--- src/jpeg_marker_segment_walker_defines.svh ---
// ----------------------------------------------------------------------------
// JPEG marker segment walker - assertion macros
// Concurrent check macros clocked on i_clk and disabled while i_rst_n is low.
// ----------------------------------------------------------------------------
`ifndef JPEG_MARKER_SEGMENT_WALKER_DEFINES_SVH
`define JPEG_MARKER_SEGMENT_WALKER_DEFINES_SVH
`ifndef SYNTH
// same-cycle implication
`define JMSW_ASSERT_NOW(lbl, ante, cons) \
    lbl: assert property (@(posedge i_clk) disable iff (!i_rst_n) (ante) |-> (cons)) \
        else $error("jmsw assertion failed");
// next-cycle implication
`define JMSW_ASSERT_NEXT(lbl, ante, cons) \
    lbl: assert property (@(posedge i_clk) disable iff (!i_rst_n) (ante) |=> (cons)) \
        else $error("jmsw assertion failed");
`else
`define JMSW_ASSERT_NOW(lbl, ante, cons)
`define JMSW_ASSERT_NEXT(lbl, ante, cons)
`endif
`endif

--- src/jmsw_pkg.sv ---
// ----------------------------------------------------------------------------
// JPEG marker segment walker - package
// Marker codes, byte classes, parse phases and the word types between stages.
// ----------------------------------------------------------------------------
package jmsw_pkg;

    localparam logic [7:0] MK_PREFIX = 8'hff;
    localparam logic [7:0] MK_SOI    = 8'hd8;
    localparam logic [7:0] MK_EOI    = 8'hd9;
    localparam logic [7:0] MK_APP1   = 8'he1;
    localparam logic [7:0] MK_SOS    = 8'hda;
    localparam logic [7:0] MK_RST0   = 8'hd0;
    localparam logic [7:0] STUFF     = 8'h00;

    typedef enum logic [2:0] {
        CLS_FILL     = 3'd0,
        CLS_PREFIX   = 3'd1,
        CLS_MCODE    = 3'd2,
        CLS_LENGTH   = 3'd3,
        CLS_PAYLOAD  = 3'd4,
        CLS_ENTROPY  = 3'd5,
        CLS_AFTER    = 3'd6,
        CLS_NOT_JPEG = 3'd7
    } t_byte_class;

    typedef enum logic [9:0] {
        PH_SOI0    = 10'b00_0000_0001,
        PH_SOI1    = 10'b00_0000_0010,
        PH_FILL    = 10'b00_0000_0100,
        PH_MCODE   = 10'b00_0000_1000,
        PH_ENT     = 10'b00_0001_0000,
        PH_ENT_FF  = 10'b00_0010_0000,
        PH_LEN_HI  = 10'b00_0100_0000,
        PH_LEN_LO  = 10'b00_1000_0000,
        PH_PAYLOAD = 10'b01_0000_0000,
        PH_DONE    = 10'b10_0000_0000
    } t_phase;

    typedef struct packed {
        logic [7:0] data_byte;
        logic       start_of_file;
    } t_in_word;

    typedef struct packed {
        logic [7:0]  byte_out;
        t_byte_class byte_class;
        logic [7:0]  segment_marker;
        logic        app1_payload;
        logic        segment_last;
        logic        end_of_image;
        logic        length_error;
    } t_result;

    // phase that follows a marker code byte
    function automatic t_phase marker_next(input logic [7:0] code);
        t_phase ph;
        if (code == MK_EOI) begin
            ph = PH_DONE;
        end else if (code inside {[MK_RST0:MK_SOI], MK_SOS}) begin
            ph = PH_ENT;
        end else begin
            ph = PH_LEN_HI;
        end
        return ph;
    endfunction

endpackage

--- src/jmsw_stream_if.sv ---
// ----------------------------------------------------------------------------
// JPEG marker segment walker - stream interfaces
// Valid/ready channels for input bytes and classified result words.
// ----------------------------------------------------------------------------
interface jmsw_in_if;
    logic       valid;
    logic       ready;
    logic [7:0] data_byte;
    logic       start_of_file;

    modport source (output valid, output data_byte, output start_of_file, input ready);
    modport sink   (input valid, input data_byte, input start_of_file, output ready);
endinterface

interface jmsw_out_if;
    logic       valid;
    logic       ready;
    logic [7:0] byte_out;
    logic [2:0] byte_class;
    logic [7:0] segment_marker;
    logic       app1_payload;
    logic       segment_last;
    logic       end_of_image;
    logic       length_error;

    modport source (
        output valid, output byte_out, output byte_class, output segment_marker,
        output app1_payload, output segment_last, output end_of_image,
        output length_error, input ready
    );
    modport sink (
        input valid, input byte_out, input byte_class, input segment_marker,
        input app1_payload, input segment_last, input end_of_image,
        input length_error, output ready
    );
endinterface

--- src/jmsw_in_stage.sv ---
// ----------------------------------------------------------------------------
// JPEG marker segment walker - input register
// Captures one input word per cycle; holds it while the next stage stalls.
// ----------------------------------------------------------------------------
module jmsw_in_stage (
    input  logic               i_clk,
    input  logic               i_rst_n,
    input  logic               i_valid,
    output logic               o_ready,
    input  jmsw_pkg::t_in_word i_word,
    output logic               o_valid,
    input  logic               i_ready,
    output jmsw_pkg::t_in_word o_word
);
    logic               r_valid;
    logic               n_valid;
    jmsw_pkg::t_in_word r_word;

    assign o_ready = !r_valid || i_ready;
    assign n_valid = i_valid || (r_valid && !i_ready);

    always_ff @(posedge i_clk) begin
        if (!i_rst_n) begin
            r_valid <= 1'b0;
        end else begin
            r_valid <= n_valid;
        end
    end

    always_ff @(posedge i_clk) begin
        if (i_valid && o_ready) begin
            r_word <= i_word;
        end
    end

    assign o_valid = r_valid;
    assign o_word  = r_word;
endmodule

--- src/jmsw_classify.sv ---
// ----------------------------------------------------------------------------
// JPEG marker segment walker - byte classifier
// Parse state and the combinational classification of one byte.
// ----------------------------------------------------------------------------
module jmsw_classify (
    input  logic               i_clk,
    input  logic               i_rst_n,
    input  logic               i_valid,
    output logic               o_ready,
    input  jmsw_pkg::t_in_word i_word,
    output logic               o_valid,
    input  logic               i_ready,
    output jmsw_pkg::t_result  o_result
);
    jmsw_pkg::t_phase r_phase, n_phase, e_phase;
    logic [7:0]       r_marker, n_marker, e_marker;
    logic [7:0]       r_len_hi, n_len_hi, e_len_hi;
    logic [15:0]      r_rem, n_rem, e_rem;
    logic             r_nj, n_nj, e_nj;
    logic [15:0]      rem_dec;
    logic [15:0]      len;
    logic [7:0]       b;
    logic             advance;

    jmsw_pkg::t_byte_class cls;
    logic app1, last, eoi, lerr;

    assign b       = i_word.data_byte;
    assign advance = i_valid && i_ready;
    assign o_ready = i_ready;
    assign o_valid = i_valid;
    assign rem_dec = e_rem - 16'd1;
    assign len     = {e_len_hi, b};

    always_comb begin
        if (i_word.start_of_file) begin
            e_phase  = jmsw_pkg::PH_SOI0;
            e_marker = 8'd0;
            e_len_hi = 8'd0;
            e_rem    = 16'd0;
            e_nj     = 1'b0;
        end else begin
            e_phase  = r_phase;
            e_marker = r_marker;
            e_len_hi = r_len_hi;
            e_rem    = r_rem;
            e_nj     = r_nj;
        end

        n_phase  = e_phase;
        n_marker = e_marker;
        n_len_hi = e_len_hi;
        n_rem    = e_rem;
        n_nj     = e_nj;
        cls      = jmsw_pkg::CLS_FILL;
        app1     = 1'b0;
        last     = 1'b0;
        eoi      = 1'b0;
        lerr     = 1'b0;

        if (e_nj) begin
            cls = jmsw_pkg::CLS_NOT_JPEG;
        end else begin
            case (e_phase)
                jmsw_pkg::PH_SOI0: begin
                    if (b == jmsw_pkg::MK_PREFIX) begin
                        cls     = jmsw_pkg::CLS_PREFIX;
                        n_phase = jmsw_pkg::PH_SOI1;
                    end else begin
                        cls  = jmsw_pkg::CLS_NOT_JPEG;
                        n_nj = 1'b1;
                    end
                end
                jmsw_pkg::PH_SOI1: begin
                    if (b == jmsw_pkg::MK_SOI) begin
                        cls      = jmsw_pkg::CLS_MCODE;
                        n_marker = b;
                        n_phase  = jmsw_pkg::marker_next(b);
                    end else begin
                        cls  = jmsw_pkg::CLS_NOT_JPEG;
                        n_nj = 1'b1;
                    end
                end
                jmsw_pkg::PH_MCODE: begin
                    cls      = jmsw_pkg::CLS_MCODE;
                    n_marker = b;
                    n_phase  = jmsw_pkg::marker_next(b);
                    eoi      = (b == jmsw_pkg::MK_EOI);
                end
                jmsw_pkg::PH_ENT: begin
                    cls = jmsw_pkg::CLS_ENTROPY;
                    if (b == jmsw_pkg::MK_PREFIX) begin
                        n_phase = jmsw_pkg::PH_ENT_FF;
                    end
                end
                jmsw_pkg::PH_ENT_FF: begin
                    if (b == jmsw_pkg::STUFF) begin
                        cls     = jmsw_pkg::CLS_ENTROPY;
                        n_phase = jmsw_pkg::PH_ENT;
                    end else begin
                        cls      = jmsw_pkg::CLS_MCODE;
                        n_marker = b;
                        n_phase  = jmsw_pkg::marker_next(b);
                        eoi      = (b == jmsw_pkg::MK_EOI);
                    end
                end
                jmsw_pkg::PH_LEN_HI: begin
                    cls      = jmsw_pkg::CLS_LENGTH;
                    n_len_hi = b;
                    n_phase  = jmsw_pkg::PH_LEN_LO;
                end
                jmsw_pkg::PH_LEN_LO: begin
                    cls = jmsw_pkg::CLS_LENGTH;
                    if (len < 16'd2) begin
                        lerr    = 1'b1;
                        n_phase = jmsw_pkg::PH_FILL;
                    end else if (len == 16'd2) begin
                        n_phase = jmsw_pkg::PH_FILL;
                    end else begin
                        n_rem   = len - 16'd2;
                        n_phase = jmsw_pkg::PH_PAYLOAD;
                    end
                end
                jmsw_pkg::PH_PAYLOAD: begin
                    cls   = jmsw_pkg::CLS_PAYLOAD;
                    app1  = (e_marker == jmsw_pkg::MK_APP1);
                    n_rem = rem_dec;
                    if (rem_dec == 16'd0) begin
                        last    = 1'b1;
                        n_phase = jmsw_pkg::PH_FILL;
                    end
                end
                jmsw_pkg::PH_DONE: begin
                    cls = jmsw_pkg::CLS_AFTER;
                end
                default: begin
                    if (b == jmsw_pkg::MK_PREFIX) begin
                        cls     = jmsw_pkg::CLS_PREFIX;
                        n_phase = jmsw_pkg::PH_MCODE;
                    end else begin
                        cls     = jmsw_pkg::CLS_FILL;
                        n_phase = jmsw_pkg::PH_FILL;
                    end
                end
            endcase
        end
    end

    always_ff @(posedge i_clk) begin
        if (!i_rst_n) begin
            r_phase  <= jmsw_pkg::PH_SOI0;
            r_marker <= 8'd0;
            r_len_hi <= 8'd0;
            r_rem    <= 16'd0;
            r_nj     <= 1'b0;
        end else if (advance) begin
            r_phase  <= n_phase;
            r_marker <= n_marker;
            r_len_hi <= n_len_hi;
            r_rem    <= n_rem;
            r_nj     <= n_nj;
        end
    end

    always_comb begin
        o_result.byte_out       = b;
        o_result.byte_class     = cls;
        o_result.segment_marker = n_marker;
        o_result.app1_payload   = app1;
        o_result.segment_last   = last;
        o_result.end_of_image   = eoi;
        o_result.length_error   = lerr;
    end
endmodule

--- src/jmsw_out_stage.sv ---
// ----------------------------------------------------------------------------
// JPEG marker segment walker - result register
// Holds one classified word until the sink takes it.
// ----------------------------------------------------------------------------
module jmsw_out_stage (
    input  logic              i_clk,
    input  logic              i_rst_n,
    input  logic              i_valid,
    output logic              o_ready,
    input  jmsw_pkg::t_result i_result,
    output logic              o_valid,
    input  logic              i_ready,
    output jmsw_pkg::t_result o_result
);
    logic              r_valid;
    logic              n_valid;
    jmsw_pkg::t_result r_result;

    assign o_ready = !r_valid || i_ready;
    assign n_valid = i_valid || (r_valid && !i_ready);

    always_ff @(posedge i_clk) begin
        if (!i_rst_n) begin
            r_valid <= 1'b0;
        end else begin
            r_valid <= n_valid;
        end
    end

    always_ff @(posedge i_clk) begin
        if (i_valid && o_ready) begin
            r_result <= i_result;
        end
    end

    assign o_valid  = r_valid;
    assign o_result = r_result;
endmodule

--- src/jpeg_marker_segment_walker.sv ---
// ----------------------------------------------------------------------------
// JPEG marker segment walker - top level
// Classifies each byte of a JPEG stream by its place in the marker structure.
// ----------------------------------------------------------------------------
// One byte is taken per cycle while the sink keeps up, and one result word
// comes out per byte, in order, through the input and result registers.
// The byte goes through an input register, is classified against the parse
// state combinationally (state update and the 16-bit payload count-down),
// and lands in a result register; both registers keep accepting while the
// next one has room. start_of_file on a byte restarts the parse at that byte.
module jpeg_marker_segment_walker (
    input  logic              i_clk,
    input  logic              i_rst_n,
    jmsw_in_if.sink           i_in,
    jmsw_out_if.source        o_out
);
`include "jpeg_marker_segment_walker_defines.svh"

    jmsw_pkg::t_in_word in_word, st_word;
    jmsw_pkg::t_result  cl_result, out_result;
    logic st_valid, st_ready;
    logic cl_valid, cl_ready;

    assign in_word.data_byte     = i_in.data_byte;
    assign in_word.start_of_file = i_in.start_of_file;

    jmsw_in_stage u_in (
        .i_clk   (i_clk),
        .i_rst_n (i_rst_n),
        .i_valid (i_in.valid),
        .o_ready (i_in.ready),
        .i_word  (in_word),
        .o_valid (st_valid),
        .i_ready (st_ready),
        .o_word  (st_word)
    );

    jmsw_classify u_cls (
        .i_clk    (i_clk),
        .i_rst_n  (i_rst_n),
        .i_valid  (st_valid),
        .o_ready  (st_ready),
        .i_word   (st_word),
        .o_valid  (cl_valid),
        .i_ready  (cl_ready),
        .o_result (cl_result)
    );

    jmsw_out_stage u_out (
        .i_clk    (i_clk),
        .i_rst_n  (i_rst_n),
        .i_valid  (cl_valid),
        .o_ready  (cl_ready),
        .i_result (cl_result),
        .o_valid  (o_out.valid),
        .i_ready  (o_out.ready),
        .o_result (out_result)
    );

    assign o_out.byte_out       = out_result.byte_out;
    assign o_out.byte_class     = out_result.byte_class;
    assign o_out.segment_marker = out_result.segment_marker;
    assign o_out.app1_payload   = out_result.app1_payload;
    assign o_out.segment_last   = out_result.segment_last;
    assign o_out.end_of_image   = out_result.end_of_image;
    assign o_out.length_error   = out_result.length_error;

    `JMSW_ASSERT_NOW(a_eoi_code, cl_valid && cl_result.end_of_image, cl_result.byte_out == jmsw_pkg::MK_EOI && cl_result.byte_class == jmsw_pkg::CLS_MCODE)
    `JMSW_ASSERT_NOW(a_app1_payload, cl_valid && cl_result.app1_payload, cl_result.segment_marker == jmsw_pkg::MK_APP1 && cl_result.byte_class == jmsw_pkg::CLS_PAYLOAD)
    `JMSW_ASSERT_NOW(a_last_payload, cl_valid && cl_result.segment_last, cl_result.byte_class == jmsw_pkg::CLS_PAYLOAD)
    `JMSW_ASSERT_NEXT(a_result_taken, cl_valid && cl_ready, o_out.valid && out_result == $past(cl_result))
endmodule
--- src/flat_wrapper.sv ---
// flat-port wrapper written by rule: the top's interface ports become plain ports
module jpeg_marker_segment_walker_flat 
  (i_clk, i_rst_n, i_in_valid, i_in_data_byte, i_in_start_of_file, i_in_ready, o_out_valid, o_out_byte_out, o_out_byte_class, o_out_segment_marker, o_out_app1_payload, o_out_segment_last, o_out_end_of_image, o_out_length_error, o_out_ready);
  jmsw_in_if i_in_i ();
  jmsw_out_if o_out_i ();
  input  logic i_clk;
  input  logic i_rst_n;
  input wire logic [$bits(i_in_i.valid)-1:0] i_in_valid;
  input wire logic [$bits(i_in_i.data_byte)-1:0] i_in_data_byte;
  input wire logic [$bits(i_in_i.start_of_file)-1:0] i_in_start_of_file;
  output wire logic [$bits(i_in_i.ready)-1:0] i_in_ready;
  output wire logic [$bits(o_out_i.valid)-1:0] o_out_valid;
  output wire logic [$bits(o_out_i.byte_out)-1:0] o_out_byte_out;
  output wire logic [$bits(o_out_i.byte_class)-1:0] o_out_byte_class;
  output wire logic [$bits(o_out_i.segment_marker)-1:0] o_out_segment_marker;
  output wire logic [$bits(o_out_i.app1_payload)-1:0] o_out_app1_payload;
  output wire logic [$bits(o_out_i.segment_last)-1:0] o_out_segment_last;
  output wire logic [$bits(o_out_i.end_of_image)-1:0] o_out_end_of_image;
  output wire logic [$bits(o_out_i.length_error)-1:0] o_out_length_error;
  input wire logic [$bits(o_out_i.ready)-1:0] o_out_ready;
  assign i_in_i.valid = i_in_valid;
  assign i_in_i.data_byte = i_in_data_byte;
  assign i_in_i.start_of_file = i_in_start_of_file;
  assign i_in_ready = i_in_i.ready;
  assign o_out_valid = o_out_i.valid;
  assign o_out_byte_out = o_out_i.byte_out;
  assign o_out_byte_class = o_out_i.byte_class;
  assign o_out_segment_marker = o_out_i.segment_marker;
  assign o_out_app1_payload = o_out_i.app1_payload;
  assign o_out_segment_last = o_out_i.segment_last;
  assign o_out_end_of_image = o_out_i.end_of_image;
  assign o_out_length_error = o_out_i.length_error;
  assign o_out_i.ready = o_out_ready;
  jpeg_marker_segment_walker u_core (.i_clk(i_clk), .i_rst_n(i_rst_n), .i_in(i_in_i), .o_out(o_out_i));
endmodule
--- config.mk ---
export PLATFORM = sky130hd
export DESIGN_NAME = jpeg_marker_segment_walker_flat
export DESIGN_NICKNAME = d
export VERILOG_FILES = /design/src/jmsw_pkg.sv /design/src/jmsw_stream_if.sv /design/src/jmsw_in_stage.sv /design/src/jmsw_classify.sv /design/src/jmsw_out_stage.sv /design/src/jpeg_marker_segment_walker.sv /design/src/flat_wrapper.sv
export VERILOG_INCLUDE_DIRS = /design/src /design/src/src
export SDC_FILE = /design/constraint.sdc
export NUM_CORES = 1
export LEC_CHECK = 0
export ABC_AREA = 1
export BUFFER_PORTS_ARGS = -buffer_cell sky130_fd_sc_hd__buf_2
export CORE_MARGIN = 2
export CORE_UTILIZATION = 35
export CTS_BUF_LIST = sky130_fd_sc_hd__clkbuf_4 sky130_fd_sc_hd__clkbuf_8
export DETAILED_ROUTE_END_ITERATION = 6
export PLACE_DENSITY = 0.62
export SYNTH_ARGS = -nofsm -noshare
export SYNTH_HDL_FRONTEND = slang
export SYNTH_SLANG_ARGS = --single-unit
export TNS_END_PERCENT = 10
--- constraint.sdc ---
create_clock -name i_clk -period 6.8 [get_ports i_clk]
set_clock_uncertainty 0.05 [all_clocks]
set_input_delay 1.36 -clock i_clk [delete_from_list [all_inputs] [get_ports i_clk]]
set_output_delay 1.36 -clock i_clk [all_outputs]
set_load 0.02 [all_outputs]
### Word level (Yosys, flattened, before mapping)

Index checks and enable logic that the tools add are counted.

* register bits after elaboration: 77
* bits of input ports: 13
* output and inout bits: 25

* add/subtract/negate cells: 2
* magnitude comparators: 3
* eq/ne operators: 15
* mux-type cells: 40
* bitwise logic cells: 2
* reductions and logical operators: 19

Operator list (count)
* case mux 10 bit (9 select lines): 1
* 2-to-1 mux 10 bit: 8
* 2-to-1 mux 16 bit: 4
* 2-to-1 mux 8 bit: 7
* == test 8 bit (second input constant): 5
* case mux 16 bit (2 select lines): 1
* case mux 3 bit (8 select lines): 1
* case mux 8 bit (3 select lines): 1
* 2-to-1 mux 9 bit: 2
* == test 16 x 2 -> 1 bit (second input constant): 1
* zero test 16 bit: 1
* less-than comparator 16 x 2 -> 1 bit (second input constant): 1
* subtractor 16 x 1 -> 16 bit (second input constant): 1
* subtractor 16 x 2 -> 16 bit (second input constant): 1
* == test 10 x 1 -> 1 bit (second input constant): 1
* == test 10 bit (second input constant): 1
* == test 10 x 2 -> 1 bit (second input constant): 1
* == test 10 x 4 -> 1 bit (second input constant): 1
* == test 10 x 5 -> 1 bit (second input constant): 1
* == test 10 x 6 -> 1 bit (second input constant): 1
* == test 10 x 7 -> 1 bit (second input constant): 1
* == test 10 x 8 -> 1 bit (second input constant): 1
* == test 10 x 9 -> 1 bit (second input constant): 1
* 2-to-1 mux 3 bit: 3
* 13 further kinds: 34

### Longest topological paths before layout

* depth in word-level cells: 8
* mapped depth: 17
* depth with buffers taken out: 16

### Modules after synthesis

From an unflattened synthesis, not the netlist that was laid out.

* cell total of the unflattened synthesis: 743
* area total of the unflattened synthesis: 5091.1 um^2

By module, submodules not included
* jmsw_classify: instances 1, cells each 697, area each 4027.6 um^2, seq. area each 860.8 um^2
* jmsw_out_stage: instances 1, cells each 30, area each 742.0 um^2, seq. area each 710.7 um^2
* jmsw_in_stage: instances 1, cells each 16, area each 321.6 um^2, seq. area each 290.3 um^2

### Worst setup path after synthesis

OpenSTA, ideal clock, no wires.

* kind: input-to-reg
* start: input port o_out_ready
* end: register u_core.u_out.r_result (netlist bit u_core.u_out.o_result[0]) (enable)
* arrival time: 2.761 ns
* slack: 3.592 ns
* stages on the path: 6
* buffers on the path: 2
* cells stage by stage: inv_1 nand2_1 nand2_1 inv_1 clkbuf_1 clkbuf_1

* word-level cells in the longest chain between the ends: 2

RTL lines
* from (decl): RTL line flat_wrapper.sv:20 `input wire logic [$bits(o_out_i.ready)-1:0] o_out_ready;`
* logical OR 1 bit: RTL line jmsw_out_stage.sv:19 `assign o_ready = !r_valid || i_ready;`
* logical AND 1 bit
* via u_core.u_cls.advance: RTL line jmsw_classify.sv:23 `logic advance;`
* to (signal assigned): RTL line jmsw_out_stage.sv:32 `r_result <= i_result;`
* to (decl): RTL line jmsw_out_stage.sv:17 `jmsw_pkg::t_result r_result;`

The timed path passes the listed nets, and every way through them passes these cells.
A chain may end at the register's enable or synchronous reset.

### Worst setup path in the final report

* start: input port o_out_ready
* end: output port i_in_ready

* word-level cells in the longest chain between the ends: 2

RTL lines
* logical OR 1 bit: RTL line jmsw_out_stage.sv:19
* logical OR 1 bit: RTL line jmsw_in_stage.sv:19 `assign o_ready = !r_valid || i_ready;`
* to (decl): RTL line flat_wrapper.sv:11 `output wire logic [$bits(i_in_i.ready)-1:0] i_in_ready;`

Every way passes these cells.

==> reports/qor.yml <==
status: "finished, final reports clean"
hold_violations: 0
row_count: 44
ys_types: 38
die_area_sq_um: 15570
ys_seq_area_share_pct: 36.47
start_util_pct: 35.53
ys.flop_type: "dfxtp_1"
slew_viol_final: 0
grt_use_total_pct: 19.04
antenna_found_initial: 0
critPathMaxFanout: 3
tns_ns: 0
first_pass_iters: 5
core_area_sq_um: 14370
cp_slowest_cell: "buf_2"
path_cells: "buf_2 > inv_1 > nand3_1 > buf_2"
clock_path_buffers: 2
postSynthAreaPerCell_sq_um: 6.825
synth_top_cell_by_area: "edfxtp_1"
vias_per_cell: 5.229
cts_inserted_buffers: 9
ctsResizeCount: 0
finalCriticalPeriod_ns: 3.200
worstPathRequired_ns: 5.39
rsz0062_at_grt: "false"
nFillCells: 1567
syn_inst: 748
dp_hpwl_mm: 10.36
leakage_nw: 2.631
wl_per_cell_um: 15.42
grt_pass1_vias: 4638
synthXorXnorAreaFrac_pct: 1.887
grt_pass1_wl_mm: 23.83
synth_edf_count: 32
multiInputGateArea_sq_um: 2714
synth_area_sq_um: 5105
postCtsHoldBufs: 0
vias: 5051
cts.clk_slew.worst_paths_ns: 0.08
cts_tree: "done"
io_pins: 38
crit_path_max_incr_delay_ns: 0.18
ys_async_sr_fraction_pct: 0
synth_top_family_by_area: "simple AND/OR/NAND/NOR gates"
worstSetupPathType: "in2out"
synth_top_area_share_pct: 18.82
clk_latency_ns: 0.37
drt.antenna.violating_nets: 0
synth_mux_area_share_pct: 0
synth-simple-area-share_pct: 33.60
hold_path_class: "reg2reg"
drc: 0
port_buffers: 37
final.period_utilization_pct: 47.06
crit_path_end_kind: "output port"
slew_headroom_pct: 41.52
cts_root_buf: "clkbuf_8"
setup_viol: 0
crit_top_cell: "buf_2"
die_y_um: 124.8
overflow: 0
ir_worst_vdd_mv: 0.1225
synth_compound_area_share_pct: 16.45
final_nets: 795
synth_area_leaders: "edfxtp_1 (19%), dfxtp_1 (18%), nand2_1 (14%), inv_1 (7.1%), o21ai_0 (5.7%)"
utilization_pct: 39.19
ys_warn_count: 0
layout-drive-gt1-share_pct: 13.43
cts.sink_count: 77
cp-start-kind: "primary input"
cts_max_level: 3
post_cts_buffers: 0
arrival_ns: 1.79
fmax_mhz: 312.5
syn_to_final_growth_pct: 10.32
drtIter0Drc: 424
post_synth_fa_ha_maj_area_fraction_pct: 1.225
seq_area_sq_um: 1862
worst_slew_pin_slew_ns: 0.8763
die_w_um: 124.8
grt_max_degree: 47
diodes: 0
p_per_area_nw_per_um2: 199.6
routed_wl_mm: 14.89
drv_cap: 0
place_congestion: 0.9402
syn_nets: 766
synth-seq-cells: 77
[critical path: cells and delay by family]
kind | cells | cell delay [ns]
AND/OR/NAND/NOR | 1 | 0.10
buffers and inverters | 3 | 0.33
[where the power goes]
group / switching (W) / total [W] / internal, W
Sequential: 0.0000257 / 0.000537 / 0.000511
Clock: 0.000178 / 0.000366 / 0.000188
Combinational: 0.000154 / 0.000222 / 0.0000671
Total: 0.000358 / 0.00112 / 0.000766
[Yosys cell counts, types with 2 or more instances]
cell,n
dfxtp_1,45
nand3_2,5
xor2_1,10
o21bai_1,3
nor2_1,72
o22ai_1,2
inv_1,97
nand3_1,57
o21ai_1,2
clkinv_2,2
buf_6,4
buf_2,7
o21ai_0,58
nand2_2,8
a31oi_1,11
nor3_1,10
edfxtp_1,32
nor2_2,10
nand4_1,11
a211oi_1,2
inv_2,7
nand2_4,4
nand2_1,188
clkbuf_1,13
ha_1,5
a21oi_1,41
o21ai_2,2
nor4_1,5
nor2_4,6
o211ai_1,21
[final timing paths]
| check | startpoint | cells past startpoint | slack (ns) | endpoint |
|---|---|---|---|---|
| worst max-delay path | o_out_ready | 4 | 3.60 | i_in_ready |
| worst min-delay path | u_core.u_in.o_valid | 2 | 0.43 | u_core.u_out.o_valid |
| worst max register to register | u_core.u_in.o_word[0] | 13 | 3.69 | u_core.u_out.o_result[2] |
| worst min register to register | u_core.u_in.o_valid | 2 | 0.43 | u_core.u_out.o_valid |
[area by class of cell]
type	instances	share of cell area (%)
multi-input combinational	541	48.19
sequential	77	33.06
inverter	106	7.110
tap	184	4.088
timing repair buffer	42	3.955
clock buffer	12	2.711
clock inverter	4	0.8887
[placed cells by master, fill, tap and decap left out, types with 6 or more instances in the layout]
cell type  Yosys  layout
edfxtp_1      32      32
nand2_2        8       8
o21ai_0       58      58
a21oi_1       41      41
inv_1         97      96
nor3_1        10      10
buf_2          7      37
nor2_4         6       6
inv_2          7       8
dfxtp_1       45      45
o211ai_1      21      21
nand2_1      188     188
nand4_1       11      11
nor2_2        10      10
nor2_1        72      72
a31oi_1       11      11
nand3_1       57      57
xor2_1        10      10
clkbuf_8       0      10
[through the flow]
stage | hold slack (ns) | setup slack [ns] | instances | instance area, sq um | total power, W
detailed placement | 0.4247 | 3.429 | 950 | 5429 | 0.0007647
CTS | 0.4322 | 3.600 | 966 | 5632 | 0.001131
floorplan | 0.3706 | 3.592 | 748 | 5105 | 0.0007039
finish | 0.4273 | 3.600 | 966 | 5632 | 0.001124
global route | 0.4484 | 3.341 | 966 | 5632 | 0.001181
global placement | 0.4197 | 3.459 | 950 | 5429 | 0.0007645
[routing by layer]
| layer | routed length, um | vias to the layer above | global-route usage, % | share of wire, % |
|---|---|---|---|---|
| met5 | 0 | - | 0 | 0 |
| met4 | 306 | 0 | 8.063 | 2.1 |
| met3 | 922 | 23 | 3.179 | 6.2 |
| met2 | 6459 | 174 | 28.42 | 43 |
| met1 | 7203 | 2333 | 27.15 | 48 |
| li1 | - | 2521 | - | - |
[flip-flops by register name, indices dropped and copies added (netlist names)]
| register | count |
|---|---|
| u_core.u_cls.r_nj | 1 |
| u_core.u_in.o_word | 9 |
| u_core.u_in.o_valid | 1 |
| u_core.u_cls.r_len_hi | 8 |
| u_core.u_out.o_result | 23 |
| u_core.u_out.o_valid | 1 |
| u_core.u_cls.r_phase | 10 |
| u_core.u_cls.r_rem | 16 |
| u_core.u_cls.r_marker | 8 |
[logic make-up (layout without fill, tap and decap cells)]
logic type / Yosys count / count (layout)
AND/OR/NAND/NOR: 378 / 378
adder cells (fa/ha/maj): 5 / 5
XOR/XNOR: 11 / 11
flip-flops: 77 / 77
AO/OA/AOI/OAI: 147 / 147
buffers and inverters: 130 / 164
Note: power is estimated with default switching activity, not from simulation.
